$ cat config.mk
export PLATFORM = sky130hd
export DESIGN_NAME = peg_ctrl
export DESIGN_NICKNAME = d
export VERILOG_FILES = /design/src/hdl/particle_euler_ground_contact_top_defines.svh /design/src/hdl/peg_pkg.sv /design/src/hdl/peg_ctrl.sv
export SDC_FILE = /design/constraint.sdc
export NUM_CORES = 1
export LEC_CHECK = 0
export BUFFER_PORTS_ARGS = -buffer_cell sky130_fd_sc_hd__buf_4
export CAP_MARGIN = 20
export CORE_ASPECT_RATIO = 1.1
export CORE_MARGIN = 1.5
export CORE_UTILIZATION = 59
export DETAILED_ROUTE_END_ITERATION = 10
export PLACE_DENSITY_LB_ADDON = 0.08
export SETUP_SLACK_MARGIN = 0.05
export SLEW_MARGIN = 25
export SYNTH_ARGS = -nofsm -noshare
export SYNTH_HDL_FRONTEND = slang
export SYNTH_SLANG_ARGS = --single-unit
$ cat constraint.sdc
create_clock -name clk -period 2.7 [get_ports clk]
set_clock_uncertainty 0.1 [all_clocks]
set_input_delay 0.27 -clock clk [delete_from_list [all_inputs] [get_ports clk]]
set_output_delay 0.27 -clock clk [all_outputs]
set_load 0.02 [all_outputs]
$ cat src/hdl/particle_euler_ground_contact_top_defines.svh
// Assertion macros used by the top-level module
`ifndef PARTICLE_EULER_GROUND_CONTACT_TOP_DEFINES_SVH
`define PARTICLE_EULER_GROUND_CONTACT_TOP_DEFINES_SVH
// property that an implication holds every clock, reset masked
`define PEG_ASSERT_IMP(label, clk_s, rst_s, ante, cons) \
  label: assert property (@(posedge clk_s) disable iff (!rst_s) (ante) |-> (cons)) \
    else $error("assertion failed");
// property that an implication holds on the clock after the antecedent
`define PEG_ASSERT_NXT(label, clk_s, rst_s, ante, cons) \
  label: assert property (@(posedge clk_s) disable iff (!rst_s) (ante) |=> (cons)) \
    else $error("assertion failed");
`endif

$ cat src/hdl/peg_pkg.sv
`timescale 1ns / 1ps
package peg_pkg;
  localparam int unsigned CfgIdxW = 3;
  localparam logic [CfgIdxW-1:0] REG_GROUND_Y  = 3'd0;
  localparam logic [CfgIdxW-1:0] REG_BOUNCE    = 3'd1;
  localparam logic [CfgIdxW-1:0] REG_FRICTION  = 3'd2;
  localparam logic [CfgIdxW-1:0] REG_DT_MASS   = 3'd3;
  localparam logic [CfgIdxW-1:0] REG_TIME_STEP = 3'd4;
  localparam logic [CfgIdxW-1:0] REG_FIXED     = 3'd5;

  localparam logic KIND_STEP  = 1'b0;
  localparam logic KIND_PLACE = 1'b1;

  // datapath operations chosen by the controller
  typedef enum logic [3:0] {
    OP_NONE     = 4'd0,
    OP_PLACE    = 4'd1,
    OP_MUL_DV   = 4'd2,  // product f*dt_over_mass for one axis
    OP_ADD_V    = 4'd3,  // v += round(product)
    OP_MUL_DR   = 4'd4,
    OP_ADD_R    = 4'd5,
    OP_MUL_M    = 4'd6,  // friction amount and bounce product
    OP_MUL_SQ   = 4'd7,  // squares of vx, vz, m
    OP_BOUNCE   = 4'd8,  // no operation; the bounce product is formed by OP_MUL_M
    OP_BOUNCE_W = 4'd9,  // write back vy, clamp y, decide
    OP_SQRT     = 4'd10, // one root step
    OP_MUL_SH   = 4'd11, // |c|*m for one axis
    OP_DIV      = 4'd12, // one quotient bit
    OP_SH_W     = 4'd13  // write shrunk axis
  } op_t;

  typedef struct packed {
    op_t        op;
    logic [1:0] axis;
    logic       init;   // start of an iterative unit; driven low by peg_ctrl, unused by peg_datapath
  } cmd_t;

  typedef struct packed {
    logic below;   // position y below ground
    logic clear;   // friction clears horizontal velocity
    logic fixed;
  } sts_t;

  function automatic logic signed [31:0] sat32(input logic signed [65:0] v);
    if (v > 66'sd2147483647) return 32'sh7fffffff;
    if (v < -66'sd2147483648) return 32'sh80000000;
    return v[31:0];
  endfunction

  // Q32.32 to Q16.16, nearest, ties up (floor of p + half)
  function automatic logic signed [65:0] rnd16(input logic signed [65:0] p);
    logic signed [65:0] q;
    q = p + 66'sd32768;
    return q >>> 16;
  endfunction
endpackage

$ cat src/hdl/peg_ctrl.sv
`timescale 1ns / 1ps
module peg_ctrl
  import peg_pkg::*;
(
  input  logic clk,
  input  logic rst_n,
  input  logic start,
  input  logic kind,
  input  sts_t sts,
  output cmd_t cmd,
  output logic busy,
  output logic done
);
  typedef enum logic [11:0] {
    S_IDLE   = 12'b000000000001,
    S_PLACE  = 12'b000000000010,
    S_MDV    = 12'b000000000100,
    S_AV     = 12'b000000001000,
    S_MDR    = 12'b000000010000,
    S_AR     = 12'b000000100000,
    S_CHECK  = 12'b000001000000,
    S_MM     = 12'b000010000000,
    S_SQ     = 12'b000100000000,
    S_BW     = 12'b001000000000,
    S_ROOT   = 12'b010000000000,
    S_SHR    = 12'b100000000000
  } state_t;

  state_t     state_r, state_nxt;
  logic [1:0] axis_r, axis_nxt;
  logic [6:0] cnt_r, cnt_nxt;
  logic [1:0] sub_r, sub_nxt;   // shrink phase: mul, div, write

  always_ff @(posedge clk) begin
    if (!rst_n) begin
      state_r <= S_IDLE;
      axis_r  <= '0;
      cnt_r   <= '0;
      sub_r   <= '0;
    end else begin
      state_r <= state_nxt;
      axis_r  <= axis_nxt;
      cnt_r   <= cnt_nxt;
      sub_r   <= sub_nxt;
    end
  end

  // sequencing of one item
  always_comb begin
    state_nxt = state_r;
    axis_nxt  = axis_r;
    cnt_nxt   = cnt_r;
    sub_nxt   = sub_r;
    cmd       = '{op: OP_NONE, axis: axis_r, init: 1'b0};
    done      = 1'b0;
    case (state_r)
      S_IDLE: begin
        axis_nxt = '0;
        if (start) state_nxt = (kind == KIND_PLACE) ? S_PLACE : S_MDV;
      end
      S_PLACE: begin
        cmd.op = OP_PLACE;
        done = 1'b1;
        state_nxt = S_IDLE;
      end
      S_MDV: begin
        if (sts.fixed) state_nxt = S_CHECK;
        else begin
          cmd.op = OP_MUL_DV;
          state_nxt = S_AV;
        end
      end
      S_AV: begin
        cmd.op = OP_ADD_V;
        if (axis_r == 2'd2) begin
          axis_nxt = '0;
          state_nxt = S_MDR;
        end else begin
          axis_nxt = axis_r + 2'd1;
          state_nxt = S_MDV;
        end
      end
      S_MDR: begin
        cmd.op = OP_MUL_DR;
        state_nxt = S_AR;
      end
      S_AR: begin
        cmd.op = OP_ADD_R;
        if (axis_r == 2'd2) begin
          axis_nxt = '0;
          state_nxt = S_CHECK;
        end else begin
          axis_nxt = axis_r + 2'd1;
          state_nxt = S_MDR;
        end
      end
      S_CHECK: begin
        if (sts.below) begin
          state_nxt = S_MM;
        end else begin
          done = 1'b1;
          state_nxt = S_IDLE;
        end
      end
      S_MM: begin
        cmd.op = OP_MUL_M;
        cmd.axis = 2'd1;
        axis_nxt = '0;
        state_nxt = S_SQ;
      end
      S_SQ: begin
        cmd.op = OP_MUL_SQ;
        if (axis_r == 2'd2) state_nxt = S_BW;
        else axis_nxt = axis_r + 2'd1;
      end
      S_BW: begin
        cmd.op = OP_BOUNCE_W;
        cnt_nxt = '0;
        if (sts.clear) begin
          done = 1'b1;
          state_nxt = S_IDLE;
        end else state_nxt = S_ROOT;
      end
      S_ROOT: begin
        cmd.op = OP_SQRT;
        cnt_nxt = cnt_r + 7'd1;
        if (cnt_r == 7'd31) begin
          axis_nxt = '0;
          sub_nxt = '0;
          state_nxt = S_SHR;
        end
      end
      S_SHR: begin
        case (sub_r)
          2'd0: begin
            cmd.op = OP_MUL_SH;
            cnt_nxt = '0;
            sub_nxt = 2'd1;
          end
          2'd1: begin
            cmd.op = OP_DIV;
            cnt_nxt = cnt_r + 7'd1;
            if (cnt_r == 7'd95) sub_nxt = 2'd2;
          end
          default: begin
            cmd.op = OP_SH_W;
            sub_nxt = '0;
            if (axis_r == 2'd2) begin
              done = 1'b1;
              state_nxt = S_IDLE;
            end else axis_nxt = 2'd2;
          end
        endcase
      end
      default: state_nxt = S_IDLE;
    endcase
  end

  assign busy = (state_r != S_IDLE);
endmodule

# Word-level counts from Yosys, hierarchy flattened
# Cells that the tools add are included.
# word_totals
regBits	23
inputBits	7
out_inout_bits	9
elab_cells	75
# op_classes
add_sub_neg	2
n_eq_ne	26
n_mux	32
reduce_logical	11
# ops
op	n
one-hot mux 12 bit (11 select lines)	1
2-to-1 mux 12 bit	5
one-hot mux 4 bit (10 select lines)	1
one-hot mux 7 bit (3 select lines)	1
2-to-1 mux 2 bit	8
2-to-1 mux 7 bit	2
!= test 2 bit (second input constant)	7
one-hot mux 7 bit (2 select lines)	1
== test 12 x 1 -> 1 bit (second input constant)	1
== test 12 x 10 -> 1 bit (second input constant)	1
== test 12 x 11 -> 1 bit (second input constant)	1
== test 12 bit (second input constant)	1
== test 12 x 2 -> 1 bit (second input constant)	1
== test 12 x 3 -> 1 bit (second input constant)	1
== test 12 x 4 -> 1 bit (second input constant)	1
== test 12 x 5 -> 1 bit (second input constant)	1
== test 12 x 6 -> 1 bit (second input constant)	1
== test 12 x 7 -> 1 bit (second input constant)	1
== test 12 x 8 -> 1 bit (second input constant)	1
== test 12 x 9 -> 1 bit (second input constant)	1
!= test 12 x 1 -> 1 bit (second input constant)	1
2-to-1 mux 11 bit	1
one-hot mux 2 bit (5 select lines)	1
AND reduction 5 bit	2
other kinds (21)	28

# Longest topological paths before layout
# depth
ltp_word	4
ltp_mapped	8

# Least setup slack after synthesis
# No wires, ideal clock.
# synth_timing
path_kind	register to output
start	reg state_r[0]
end	out done
arrival_time_ns	1.734
required_ns	2.330
path_slack_ns	0.596
path_stages_with_launch	7
n_path_buf	1
path_cell_list	dfxtp_1 > nor4_4 > and2_0 > buf_2 > nand4b_1 > o22ai_1 > a311o_1
# synth_between
elab_chain_cells	2
elab_cells_between_ends	5
cone_classes	4 x eq/ne; 1 x mux
# synth_rtl
item	line_no	source
start: declaration	peg_ctrl.sv:29	state_t state_r, state_nxt;
start signal: assignment	peg_ctrl.sv:41	state_r <= state_nxt;
== test 12 bit, or another cell as far along	peg_ctrl.sv:56	case (state_r)
one-hot mux 1 bit (4 select lines) (*)	peg_ctrl.sv:56	
end: declaration	peg_ctrl.sv:12	output logic done
# Mark *: on every way between the ends. The rest lies on a longest branch, timed or not.

==> metrics <==
antenna violations before repair=0; Crit Path Category=reg -> out; CTS sink count=23; Yosys cell types=58; storage element area=469 sq um; Clock Latency Late Sink=330 ps; Syn Nets=about 220; sequential share of the synthesized area=27.6%; Pint=0.504 mW; RSZ-0062 raised after global routing=yes; WL/cell=16.1 um; ys async rst share=0%; Main synth FF type=dfxtp_1; Port Buffers=14; Clock Tree Buf Depth=2; Clock Power Share=22.6%; leakage=0.794 nW; first-pass GRT wire length=6620 um; FMAX=~390 MHz; status=finished clean; Fin. Hold Viols=0; hold crit path type=in -> reg; setup_tns=0 ps; Sw Pwr=0.253 mW; kind of cell adding the most delay to the critical path=simple AND/OR/NAND/NOR gates; htree depth=1; post-route ant nets=0; root buf cell=clkbuf_4; Core Region=2730 sq um; CP max-delay cell=dfxtp_1; Worst Setup Start Kind=flop; slew margin rel.=62.4%; Starting Density=61.2%; sequential share of power=48.8%; number of synthesized flops with an enable pin=0; chip height=between 50 and 60 um; critical path's largest stage delay=540 ps; largest net degree at the start of global routing=14; Switching Fraction=33.5%; GRT overflow=0; Total GRT Usage=28.3%; drt via density=approximately 6.2; die width=53.7 um; layout cell share with drive strength beyond 1=a little over a fifth; Tmin final=2550 ps; Layout area overhead=13.8%; maximum VDD drop=0.340 mV; worst-path fanout max=8; pre-CTS setup slack=371 ps; multi-input logic area=1130 sq um; synthesized instance count=206; synthesized flop and latch total=23; I/O pin count=16; CP Buf/Inv Count=1; Post-Syn Area=1670 sq um; drc violations=0; number of DRC markers in iteration 0=66; combinational share of power=28.5%; Worst-Margin Slew=562 ps; mean post-synth cell area=8.10 sq um; Layout fillers=231; Clock Pin Slew Worst Setup and Hold Paths=140 ps; final WL=roughly 4100 um; gp weighted congestion=0.893; critical-path cell list=nor4_2 -> and2b_1 -> a31oi_2 -> nand2_1 -> or3b_2 -> buf_4; worst setup slack after layout=154 ps; via count=between 1500 and 2000; Num CTS Buffers=3; crit path DAT=2180 ps; Worst setup EP type=output pin; Rows=20; post-detail-place hpwl=3040 um; CTS tree=yes; final setup fails=0; Ys Warns=0; area of the die=3160 sq um; period utilisation layout=between 90% and 100%; power density over cell area=roughly 400 nW/um^2; DR pass1 iterations=4; Final Max Slew Viols=0; Crit path required time=2330 ps; # diodes=0; WHS=around 66 ps; vias in the first global route=1405; nets=236; max-cap violation count=0
==> sequential cells by signal, indices dropped and copies added (netlist names) <==
signal,cells
axis_r,2
cnt_r,7
state_r,12
sub_r,2
==> Yosys cell counts (3+ instances only) <==
| cell | instances | area, sq um |
|---|---|---|
| nand4b_1 | 3 | 26.3 |
| a31oi_1 | 4 | 25.0 |
| nor2_1 | 22 | 82.6 |
| dfxtp_1 | 23 | 460 |
| nand4_1 | 10 | 62.6 |
| nand2_1 | 15 | 56.3 |
| xnor2_1 | 3 | 26.3 |
| clkbuf_1 | 3 | 11.3 |
| nor2b_1 | 6 | 37.5 |
| and2_1 | 5 | 31.3 |
| nand3_1 | 9 | 45.0 |
| o21ai_0 | 10 | 50.1 |
| a21oi_1 | 3 | 15.0 |
| a21boi_0 | 3 | 22.5 |
| buf_4 | 3 | 22.5 |
| ha_1 | 4 | 50.1 |
| nor3_1 | 7 | 35.0 |
| buf_2 | 5 | 25.0 |
| xor2_1 | 10 | 87.6 |
| inv_1 | 10 | 37.5 |
==> logic make-up after synthesis <==
group	count (synthesis)	synth area share [%]
AOI/OAI and AO/OA	44	18.2
xor gates and xnor gates	13	6.82
adders and majority gates	4	3.00
buffers and inverters	22	6.00
DFF	23	27.6
muxes	2	1.27
other	1	0.225
and+or+nand+nor	97	36.9
==> per-layer routing <==
metal	vias up	GRT usage, %	routed length, um
li1	783	-	-
met4	0	12.5	88
met3	10	3.05	143
met2	36	46.3	2090
met5	-	0	0
met1	756	37.0	1830
==> final timing paths <==
check | cells past startpoint | slack [ps] | end | from
hold / removal | 3 | 70 | state_r[7] | sts[2]
setup / recovery | 6 | 150 | cmd[3] | state_r[8]
setup reg to reg | 5 | 410 | axis_r[0] | state_r[8]
hold reg to reg | 2 | 410 | axis_r[1] | axis_r[1]
==> repair_timing <==
action                                  4_1_cts  5_1_grt
hold buffers                                  0        1
resized for setup                             3        7
setup buffers                                 0        7
pin swaps                                     0        3
endpoints found under the setup margin        2        4
endpoints found under the hold margin         0        1
==> power by group through the flow <==
stage          Sequential, mW  Combinational [mW]  Clock, mW
6_report                0.370               0.216      0.171
5_1_grt                 0.372               0.237      0.183
4_1_cts                 0.369               0.205      0.171
3_5_place_dp            0.377               0.203          0
3_3_place_gp            0.375               0.202          0
2_1_floorplan           0.373               0.147          0
==> worst min-delay path: stages <==
cell and delay (ps):
buf_4 120, nand2_1 50, nor2_1 30
==> cells in the final DEF, fill, tap and decap left out, drive strengths merged, types with 4 or more instances in the layout <==
| cell type | count |
|---|---|
| buf | 25 |
| dfxtp | 23 |
| nor2 | 22 |
| nand2 | 15 |
| o21ai | 12 |
| inv | 10 |
| nand4 | 10 |
| xor2 | 10 |
| nand3 | 9 |
| nor3 | 8 |
| nor2b | 6 |
| and2 | 6 |
| nand4b | 5 |
| ha | 4 |
| a31oi | 4 |
| a21boi | 4 |
| clkbuf | 4 |
==> cell type report <==
cell class	instances	share of cell area, %
inverter	10	1.98
sequential	23	24.7
multi-input combinational	161	59.4
timing repair buffer	26	10.4
tap	33	2.17
clock buffer	4	1.38
==> stage by stage <==
stage / utilization (%) / instances / power [mW] / cell area (sq um)
4_1_cts: 66.5 / 249 / 0.745 / 1810
3_3_place_gp: 65.4 / 245 / 0.576 / 1780
5_1_grt: 69.6 / 257 / 0.791 / 1900
6_report: 69.6 / 257 / 0.757 / 1900
2_1_floorplan: - / 206 / 0.520 / 1670
3_5_place_dp: 65.4 / 245 / 0.580 / 1780
Power figures use the tool's default switching activity.
